File: config.mk
export PLATFORM = sky130hd
export DESIGN_NAME = utf8_stream_decoder_flat
export DESIGN_NICKNAME = d
export VERILOG_FILES = /design/src/rtl/u8d_pkg.sv /design/src/rtl/u8d_if.sv /design/src/rtl/u8d_step.sv /design/src/rtl/utf8_stream_decoder.sv /design/src/flat_wrapper.sv
export SDC_FILE = /design/constraint.sdc
export NUM_CORES = 1
export LEC_CHECK = 0
export BUFFER_PORTS_ARGS = -buffer_cell sky130_fd_sc_hd__buf_2
export CAP_MARGIN = 20
export CORE_MARGIN = 1.5
export CORE_UTILIZATION = 31
export CTS_CLUSTER_SIZE = 25
export DETAILED_ROUTE_END_ITERATION = 16
export REMOVE_ABC_BUFFERS = 1
export SKIP_CTS_REPAIR_TIMING = 1
export SLEW_MARGIN = 20
export SYNTH_ARGS = -nofsm -noshare
export SYNTH_HDL_FRONTEND = slang
export SYNTH_SLANG_ARGS = --single-unit
File: constraint.sdc
create_clock -name i_clk -period 3.66 [get_ports i_clk]
set_input_delay 0.549 -clock i_clk [delete_from_list [all_inputs] [get_ports i_clk]]
set_output_delay 0.549 -clock i_clk [all_outputs]
set_load 0.01 [all_outputs]
File: src/rtl/u8d_pkg.sv
// Package for the UTF-8 stream decoder: status codes, widths and the
// per-word step result type. No dependencies.
package u8d_pkg;

    localparam int BYTE_W = 8;
    localparam int CP_W   = 21;
    localparam int REM_W  = 2;

    typedef enum logic [1:0] {
        ST_OK       = 2'd0,
        ST_BAD_LEAD = 2'd1,
        ST_BAD_CONT = 2'd2,
        ST_TRUNC    = 2'd3
    } t_status;

    typedef struct packed {
        logic [REM_W-1:0] rem;
        logic [CP_W-1:0]  partial;
    } t_dec_state;

    typedef struct packed {
        logic            emit;
        logic [CP_W-1:0] code_point;
        t_status         status;
        t_dec_state      next;
    } t_step;

endpackage

File: src/rtl/u8d_if.sv
// Valid/ready channel interfaces for the byte input and the code point output.
// Depends on u8d_pkg.
interface u8d_in_if
    import u8d_pkg::*;
();
    logic              valid;
    logic              ready;
    logic [BYTE_W-1:0] in_byte;
    logic              end_of_buffer;

    modport source (output valid, output in_byte, output end_of_buffer, input ready);
    modport sink   (input valid, input in_byte, input end_of_buffer, output ready);
endinterface

interface u8d_out_if
    import u8d_pkg::*;
();
    logic            valid;
    logic            ready;
    logic [CP_W-1:0] code_point;
    logic [1:0]      status;

    modport source (output valid, output code_point, output status, input ready);
    modport sink   (input valid, input code_point, input status, output ready);
endinterface

File: src/rtl/u8d_step.sv
// Combinational decode of one byte against the current sequence state.
// Depends on u8d_pkg.
module u8d_step
    import u8d_pkg::*;
(
    input  t_dec_state        i_state,
    input  logic [BYTE_W-1:0] i_byte,
    input  logic              i_eob,
    output t_step             o_step
);

    logic [CP_W-1:0] w_shifted;

    assign w_shifted = {i_state.partial[CP_W-7:0], i_byte[5:0]};

    always_comb begin
        o_step              = '0;
        o_step.status       = ST_OK;
        o_step.next         = i_state;
        if (i_state.rem == '0) begin
            if (!i_byte[7]) begin
                o_step.emit       = 1'b1;
                o_step.code_point = CP_W'(i_byte);
            end else if (i_byte[7:6] == 2'b10 || i_byte[7:3] == 5'b11111) begin
                o_step.emit   = 1'b1;
                o_step.status = ST_BAD_LEAD;
            end else if (i_eob) begin
                o_step.emit   = 1'b1;
                o_step.status = ST_TRUNC;
            end else if (!i_byte[5]) begin
                o_step.next.rem     = 2'd1;
                o_step.next.partial = CP_W'(i_byte[4:0]);
            end else if (!i_byte[4]) begin
                o_step.next.rem     = 2'd2;
                o_step.next.partial = CP_W'(i_byte[3:0]);
            end else begin
                o_step.next.rem     = 2'd3;
                o_step.next.partial = CP_W'(i_byte[2:0]);
            end
        end else if (i_byte[7:6] != 2'b10) begin
            o_step.emit   = 1'b1;
            o_step.status = ST_BAD_CONT;
            o_step.next   = '0;
        end else if (i_state.rem == 2'd1) begin
            o_step.emit       = 1'b1;
            o_step.code_point = w_shifted;
            o_step.next       = '0;
        end else if (i_eob) begin
            o_step.emit   = 1'b1;
            o_step.status = ST_TRUNC;
            o_step.next   = '0;
        end else begin
            o_step.next.rem     = i_state.rem - 2'd1;
            o_step.next.partial = w_shifted;
        end
    end

endmodule

File: src/rtl/utf8_stream_decoder.sv
// UTF-8 stream decoder top level: input register, step logic, result register.
// Depends on u8d_pkg, u8d_if and u8d_step.
//
// Usage:
//   i_in takes one raw byte per word with an end-of-buffer flag. o_out gives
//   one code point with a status per result word: ok, bad lead byte, bad
//   continuation or truncated sequence; code_point is zero on any error.
//   Valid lead and continuation bytes that do not complete or end a sequence give no result word.
//   The byte that completes a result word goes through the input register,
//   then the step logic, and the result word lands in the result register.
//   Throughput: one byte per cycle while o_out does not stall a pending result,
//   set by the combinational step logic that updates the sequence state.
//   A new byte is accepted while a result word waits, as long as the held byte
//   either makes no result or the result register frees in the same cycle.
//   When o_out stalls with a result pending, the next byte that makes a result
//   waits in the input register and i_in.ready drops behind it.
//   Reset clears both valid flags and returns the decoder to idle with no
//   partial code point.
module utf8_stream_decoder
    import u8d_pkg::*;
(
    input  logic    i_clk,
    input  logic    i_rst_n,
    u8d_in_if.sink  i_in,
    u8d_out_if.source o_out
);

    logic              r_in_valid;
    logic [BYTE_W-1:0] r_in_byte;
    logic              r_in_eob;
    t_dec_state        r_state;
    logic              r_out_valid;
    logic [CP_W-1:0]   r_out_cp;
    t_status           r_out_status;
    t_step             w_step;
    logic              w_adv;

    u8d_step u_step (
        .i_state (r_state),
        .i_byte  (r_in_byte),
        .i_eob   (r_in_eob),
        .o_step  (w_step)
    );

    assign w_adv = r_in_valid && (!w_step.emit || !r_out_valid || o_out.ready);

    assign i_in.ready       = !r_in_valid || w_adv;
    assign o_out.valid      = r_out_valid;
    assign o_out.code_point = r_out_cp;
    assign o_out.status     = r_out_status;

    always_ff @(posedge i_clk) begin
        if (!i_rst_n) begin
            r_in_valid  <= 1'b0;
            r_out_valid <= 1'b0;
            r_state     <= '0;
        end else begin
            if (i_in.valid && i_in.ready) begin
                r_in_valid <= 1'b1;
                r_in_byte  <= i_in.in_byte;
                r_in_eob   <= i_in.end_of_buffer;
            end else if (w_adv) begin
                r_in_valid <= 1'b0;
            end
            if (w_adv) begin
                r_state <= w_step.next;
            end
            if (w_adv && w_step.emit) begin
                r_out_valid  <= 1'b1;
                r_out_cp     <= w_step.code_point;
                r_out_status <= w_step.status;
            end else if (o_out.ready) begin
                r_out_valid <= 1'b0;
            end
        end
    end

    a_err_zero_cp: assert property (@(posedge i_clk) disable iff (!i_rst_n)
        r_out_valid && r_out_status != ST_OK |-> r_out_cp == '0)
        else $error("error result carries a nonzero code point");

    a_idle_no_partial: assert property (@(posedge i_clk) disable iff (!i_rst_n)
        r_state.rem == '0 |-> r_state.partial == '0)
        else $error("partial code point left over in idle");

    a_emit_lands: assert property (@(posedge i_clk) disable iff (!i_rst_n)
        w_adv && w_step.emit |=> r_out_valid)
        else $error("result word lost on advance");

    a_held_byte_kept: assert property (@(posedge i_clk) disable iff (!i_rst_n)
        r_in_valid && !w_adv |=> r_in_valid && $stable(r_in_byte))
        else $error("stalled byte dropped from input register");

endmodule
File: src/flat_wrapper.sv
// flat-port wrapper written by rule: the top's interface ports become plain ports
module utf8_stream_decoder_flat import u8d_pkg::*;
  (i_clk, i_rst_n, i_in_valid, i_in_in_byte, i_in_end_of_buffer, i_in_ready, o_out_valid, o_out_code_point, o_out_status, o_out_ready);
  u8d_in_if i_in_i ();
  u8d_out_if o_out_i ();
  input  logic i_clk;
  input  logic i_rst_n;
  input wire logic [$bits(i_in_i.valid)-1:0] i_in_valid;
  input wire logic [$bits(i_in_i.in_byte)-1:0] i_in_in_byte;
  input wire logic [$bits(i_in_i.end_of_buffer)-1:0] i_in_end_of_buffer;
  output wire logic [$bits(i_in_i.ready)-1:0] i_in_ready;
  output wire logic [$bits(o_out_i.valid)-1:0] o_out_valid;
  output wire logic [$bits(o_out_i.code_point)-1:0] o_out_code_point;
  output wire logic [$bits(o_out_i.status)-1:0] o_out_status;
  input wire logic [$bits(o_out_i.ready)-1:0] o_out_ready;
  assign i_in_i.valid = i_in_valid;
  assign i_in_i.in_byte = i_in_in_byte;
  assign i_in_i.end_of_buffer = i_in_end_of_buffer;
  assign i_in_ready = i_in_i.ready;
  assign o_out_valid = o_out_i.valid;
  assign o_out_code_point = o_out_i.code_point;
  assign o_out_status = o_out_i.status;
  assign o_out_i.ready = o_out_ready;
  utf8_stream_decoder u_core (.i_clk(i_clk), .i_rst_n(i_rst_n), .i_in(i_in_i), .o_out(o_out_i));
endmodule
==> results of run 1 <==
[cell families (layout without fill, tap and decap cells)]
| group | after synthesis | in the layout | synth area share [%] |
|---|---|---|---|
| compound gates | 18 | 18 | 6.03 |
| fa+ha+maj | 2 | 2 | 1.17 |
| buf+inv | 14 | 52 | 3.98 |
| flops | 51 | 51 | 62.8 |
| mux | 18 | 18 | 8.44 |
| simple gates | 71 | 71 | 17.6 |
[cell type report]
cell class,count,area (µm²),share of cell area [%]
flip-flops and latches,51,1340,54.3
multi-input cells,109,713,28.9
repair buffers,41,215,8.72
well taps,80,100,4.05
clock buffers,5,68.8,2.79
clock inverters,3,18.8,0.760
inverters,3,11.3,0.456
[through the flow]
step	cells	setup WS (ns)	area, µm²
detailed placement	284	0.628	2380
finish	292	0.643	2470
floorplan	163	0.843	2060
global route	292	0.380	2470
CTS	292	0.624	2470
global placement	284	0.699	2380
[path summary, 6_finish.rpt]
kind / from / slack [ns] / end / depth (start not counted)
worst max register to register: u_core.r_state[21] / 0.65 / u_core.o_out.code_point[12] / 6
worst max-delay path: u_core.r_state[22] / 0.64 / i_in_ready / 7
worst min register to register: u_core.r_state[10] / 0.46 / u_core.r_state[10] / 2
worst min-delay path: i_in_in_byte[0] / 0.41 / u_core.r_in_byte[0] / 1
[Yosys cell counts]
master / number / area (µm²)
sky130_fd_sc_hd__or4b_1: 1 / 10.0
sky130_fd_sc_hd__mux2i_1: 18 / 180
sky130_fd_sc_hd__buf_6: 1 / 11.3
sky130_fd_sc_hd__o22ai_1: 3 / 18.8
sky130_fd_sc_hd__nor3_1: 1 / 5.00
sky130_fd_sc_hd__nor2b_1: 2 / 12.5
sky130_fd_sc_hd__clkbuf_1: 6 / 22.5
sky130_fd_sc_hd__nand2b_1: 1 / 6.26
sky130_fd_sc_hd__and4_1: 1 / 8.76
sky130_fd_sc_hd__buf_4: 2 / 15.0
sky130_fd_sc_hd__nor3b_4: 1 / 18.8
sky130_fd_sc_hd__edfxtp_1: 32 / 961
sky130_fd_sc_hd__nand3_1: 3 / 15.0
sky130_fd_sc_hd__and3b_1: 1 / 8.76
sky130_fd_sc_hd__o22a_1: 1 / 8.76
sky130_fd_sc_hd__buf_2: 1 / 5.00
sky130_fd_sc_hd__nor3b_1: 1 / 7.51
sky130_fd_sc_hd__a21oi_1: 1 / 5.00
sky130_fd_sc_hd__o21ai_0: 1 / 5.00
sky130_fd_sc_hd__buf_12: 1 / 20.0
sky130_fd_sc_hd__and3_2: 2 / 15.0
sky130_fd_sc_hd__o21ai_1: 1 / 5.00
sky130_fd_sc_hd__nand2_1: 34 / 128
sky130_fd_sc_hd__o2111ai_1: 1 / 8.76
sky130_fd_sc_hd__a21boi_0: 2 / 15.0
sky130_fd_sc_hd__nand3b_1: 1 / 7.51
sky130_fd_sc_hd__inv_1: 3 / 11.3
sky130_fd_sc_hd__a31o_2: 1 / 8.76
sky130_fd_sc_hd__ha_1: 2 / 25.0
sky130_fd_sc_hd__a21oi_2: 1 / 8.76
sky130_fd_sc_hd__and2_1: 8 / 50.1
sky130_fd_sc_hd__o211ai_1: 4 / 30.0
sky130_fd_sc_hd__and3_1: 12 / 75.1
sky130_fd_sc_hd__nor2_1: 2 / 7.51
sky130_fd_sc_hd__dfxtp_1: 19 / 380
sky130_fd_sc_hd__o31ai_1: 1 / 7.51
sky130_fd_sc_hd__o21a_1: 1 / 7.51
[critical path, stage by stage (launching register included)]
cell                      delay (ns)
sky130_fd_sc_hd__dfxtp_1        0.33
sky130_fd_sc_hd__inv_1          0.06
sky130_fd_sc_hd__ha_1           0.37
sky130_fd_sc_hd__or4b_1         0.71
sky130_fd_sc_hd__nor2_1         0.32
sky130_fd_sc_hd__nor3b_1        0.16
sky130_fd_sc_hd__nand2_1        0.09
sky130_fd_sc_hd__buf_2          0.12
[sequential cells by signal, indices dropped and copies added (netlist names)]
name	cells
u_core.o_out.code_point	21
u_core.r_in_byte	8
u_core.r_in_valid	1
u_core.r_state	17
u_core.r_in_eob	1
u_core.o_out.valid	1
u_core.o_out.status	2
[power by group]
group / leakage, µW / switching (µW) / internal, µW / total (µW)
combinational: 0.000553 / 33.0 / 22.8 / 55.8
sequential: 0.000450 / 7.77 / 623 / 631
clock: 0.0000483 / 186 / 135 / 321
[routing by layer]
layer / wire, µm / vias up
met2: 1710 / 32
met3: 158 / 4
met1: 1890 / 636
met5: 0 / -
li1: - / 693
met4: 31 / 0
==> results_dict.tcl, run 1 <==
set metrics [dict create \
    dieWidth_um 86.0 \
    vdd_drop_max_mv 0.231 \
    numPortBuffers 37 \
    grt.met1_usage_pct 15.3 \
    p_leak_uw 0.00105 \
    final.setup.tns_ns 0 \
    seq_area_frac_synth_pct 62.8 \
    grt_remaining_overflow 0 \
    avgViaCountPerCell 4.67 \
    power.density_nw_per_um2 408 \
    routed_wirelength_um 3790 \
    diodes 0 \
    routed-via-count 1365 \
    cts_inserted_buffers 5 \
    cell_variety_after_synth 37 \
    clock-root-buffer "sky130_fd_sc_hd__clkbuf_8" \
    final_common_cell "sky130_fd_sc_hd__buf_2" \
    timing.critical_path.fanout_max 18 \
    run_status "complete, no violations" \
    min_path_type "in -> reg" \
    drc 0 \
    initial_antenna_violation_count 0 \
    finalMaxSlewViolations 0 \
    dpl.hpwl_um 2570 \
    rows 30 \
    nets 226 \
    n_fill_cell 660 \
    busiest_layer "met2" \
    fin_worst_hold_slack_ns 0.414 \
    worst_clock_skew_ns 0.00582 \
    max-cap-violations 0 \
    mostFrequentLayoutCells "sky130_fd_sc_hd__buf_2, sky130_fd_sc_hd__nand2_1, sky130_fd_sc_hd__edfxtp_1" \
    layout-area-overhead-vs-synth_pct 15.6 \
    syn-mean-instance-area_um2 12.3 \
    global_route_met3_utilization_pct 3.08 \
    vias_in_the_first_global_route 1306 \
    routabilityCongestion 0.817 \
    cts.path.max_buffers 2 \
    start_kind "flip-flop" \
    period_share_pct 82.4 \
    first_iter_violations 62 \
    worst_skew_pair.late_latency_ns 0.30 \
    cts.sink_count 51 \
    crit_path_end_kind "output port" \
    critPathArrivalTime_ns 2.47 \
    postLayoutCoreUtil_pct 36.7 \
    core_region_area_um2 6720 \
    layout_min_cycle_time_ns 3.02 \
    clock_tree_from_tritoncts "done" \
    die_height_um 86.0 \
    gr-usage-met2_pct 17.1 \
    slew_headroom_pct 59.0 \
    tightestPinTransition_ns 0.616 \
    detail_route.first_pass.iterations 4 \
    grtUsageTotal_pct 11.1 \
    largest_net_degree_at_the_start_of_global_routing 30 \
    initial_core_util_pct 31.8 \
    finalHoldViolations 0 \
    yosysWarnings 0 \
    routed_wire_length_per_instance_um 13.0 \
    setup_viol 0 \
    floorplan.io_pins 38 \
    fmaxAchievable_ghz 0.331 \
    wire_length_of_the_first_global_routing_pass_um 6390 \
    totalPowerFinal_uw 1010 \
    grt_setup_unrepaired "no" \
    synthesis.area_um2 2140 \
    crit_type "reg -> out" \
    route.antenna.remaining_nets 0 \
    cp.required_ns 3.11 \
    clk_pin_slew_worst_paths_ns 0.09 \
    cts.htree.levels 2 \
    synth.ff_latch_count 51 \
    die-area_um2 7400 \
    layout-drive-gt1-share_pct 25.9 \
    synthCells 174 \
]
No activity file was read; power rests on OpenSTA's default activity.
==> inputs of run 2 (changes only) <==
==> constraint.sdc (replaced) <==
create_clock -name i_clk -period 2.6 [get_ports i_clk]
set_input_delay 0.39 -clock i_clk [delete_from_list [all_inputs] [get_ports i_clk]]
set_output_delay 0.39 -clock i_clk [all_outputs]
set_load 0.01 [all_outputs]
==> results_dict.tcl, run 2 (synthesized netlist as in run 1, its figures left out) <==
set metrics [dict create \
    run_status "complete, no violations" \
    finalHoldViolations 0 \
    largest_register_ff_count 21 \
    cts.sink_count 51 \
    cp.required_ns 2.21 \
    cts_inserted_buffers 5 \
    capturing_point_of_the_worst_reg2reg_path "u_core.r_in_byte[3]" \
    grtUsageTotal_pct 11.1 \
    clock_tree_from_tritoncts "done" \
    max-cap-violations 0 \
    final_common_cell "sky130_fd_sc_hd__buf_2" \
    routed-via-count 1385 \
    route.antenna.remaining_nets 0 \
    layout-area-overhead-vs-synth_pct 19.7 \
    min_path_type "in -> reg" \
    cts.htree.levels 2 \
    drc 0 \
    vias_in_the_first_global_route 1294 \
    multi_input_area_um2 717 \
    postLayoutCoreUtil_pct 38.1 \
    detail_route.first_pass.iterations 5 \
    wire_length_of_the_first_global_routing_pass_um 6280 \
    grt_setup_unrepaired "no" \
    place_worst_setup_slack_ns 0.278 \
    design_area_um2 2560 \
    timing.hold.worst_path_depth 1 \
    dieWidth_um 86.0 \
    layout-drive-gt1-share_pct 28.8 \
    worst-r2r-cell-count 8 \
    tightestPinTransition_ns 0.434 \
    routabilityCongestion 0.846 \
    routed_wire_length_per_instance_um 12.8 \
    setup_viol 0 \
    period_share_pct 93.5 \
    dpl-instance-area_um2 2440 \
    vdd_drop_max_mv 0.304 \
    dpl.hpwl_um 2720 \
    power.density_nw_per_um2 594 \
    fmaxAchievable_ghz 0.412 \
    mostFrequentLayoutCells "sky130_fd_sc_hd__buf_2, sky130_fd_sc_hd__nand2_1, sky130_fd_sc_hd__edfxtp_1" \
    regArea_um2 1340 \
    first_iter_violations 41 \
    worst_hold_startpoint "i_in_in_byte[1]" \
    floorplan.io_pins 38 \
    crit_type "reg -> out" \
    grt_remaining_overflow 0 \
    numPortBuffers 37 \
    n_fill_cell 664 \
    holdPathEnd "u_core.r_in_byte[1]" \
    clk_pin_slew_worst_paths_ns 0.09 \
    setup_ws_ns 0.170 \
    worst_setup_path_startpoint "u_core.r_state[21]" \
    die-area_um2 7400 \
    start_kind "flip-flop" \
    largest_net_degree_at_the_start_of_global_routing 21 \
    layout_min_cycle_time_ns 2.43 \
    critPathArrivalTime_ns 2.04 \
    slew_headroom_pct 70.2 \
    timing.critical_path.fanout_max 4 \
    cts.path.max_buffers 2 \
    finalMaxSlewViolations 0 \
    initial_antenna_violation_count 0 \
    r2r_start "u_core.r_state[22]" \
    rows 30 \
    clock-root-buffer "sky130_fd_sc_hd__clkbuf_8" \
    core_region_area_um2 6720 \
    diodes 0 \
    fin_worst_hold_slack_ns 0.260 \
    p_leak_uw 0.00110 \
    final.setup.tns_ns 0 \
    die_height_um 86.0 \
    initial_core_util_pct 31.8 \
    crit_path_end_kind "output port" \
    reg2reg_setup_slack_ns 0.38 \
    avgViaCountPerCell 4.63 \
    routed_wirelength_um 3840 \
    nets 233 \
    worst_clock_skew_ns 0.0107 \
    worst_skew_pair.late_latency_ns 0.30 \
]
run 2: cell types whose count changed in the layout (fill, tap and decap cells not counted):
cell,change
sky130_fd_sc_hd__buf_6,+2
sky130_fd_sc_hd__or4b_4,+1
sky130_fd_sc_hd__buf_4,+5
sky130_fd_sc_hd__or4b_1,-1
sky130_fd_sc_hd__inv_6,-1
sky130_fd_sc_hd__bufinv_16,+1
sky130_fd_sc_hd__clkinv_2,-1
sky130_fd_sc_hd__clkinv_4,+1
run 2: critical path, stage by stage, from the launching register on:
cell and delay [ns]:
sky130_fd_sc_hd__dfxtp_1 0.39, sky130_fd_sc_hd__inv_1 0.07, sky130_fd_sc_hd__ha_1 0.20, sky130_fd_sc_hd__and2_1 0.20
sky130_fd_sc_hd__and4_1 0.24, sky130_fd_sc_hd__nor3b_1 0.29, sky130_fd_sc_hd__buf_4 0.18, sky130_fd_sc_hd__nand2_1 0.04
sky130_fd_sc_hd__buf_2 0.15
run 2: where the power goes:
group	total (µW)	leakage, µW	internal (µW)	switching [µW]
registers	888	0.000450	877	10.9
logic	83.5	0.000593	36.5	47.0
clock network	549	0.0000581	287	262
run 2: worst max-delay path by stage:
| stage | endpoint | slack [ns] | cells past startpoint |
|---|---|---|---|
| 2_1_floorplan | u_core.r_in_byte[0] | -0.22 | 6 |
| 3_3_place_gp | u_core.r_in_byte[1] | 0.26 | 8 |
| 3_5_place_dp | u_core.r_in_byte[2] | 0.28 | 8 |
| 4_1_cts | i_in_ready | 0.05 | 8 |
| 5_1_grt | i_in_ready | 0.03 | 8 |
| 6_report | i_in_ready | 0.17 | 8 |
run 2: final cells by class:
class                           instances  share of cell area [%]
Clock buffer                            5                    2.69
Clock inverter                          3                    1.71
Inverter                                3                   0.440
Multi-Input combinational cell        109                    28.0
Sequential cell                        51                    52.4
Tap cell                               80                    3.91
Timing Repair Buffer                   48                    10.8
run 2: stage by stage:
step	std cells	power, µW
2_1_floorplan	163	945
3_3_place_gp	289	988
3_5_place_dp	291	990
4_1_cts	299	1530
5_1_grt	299	1570
6_report	299	1520
run 2: per-layer routing:
metal  share of wire (%)  wire (µm)  track usage (%)  vias to the layer above
met1                  49       1860             14.4                      637
met5                   0          0                0                        -
met3                 3.9        150             2.89                        4
li1                    -          -                -                      709
met4                0.94         36             3.96                        0
met2                  47       1790             18.0                       35
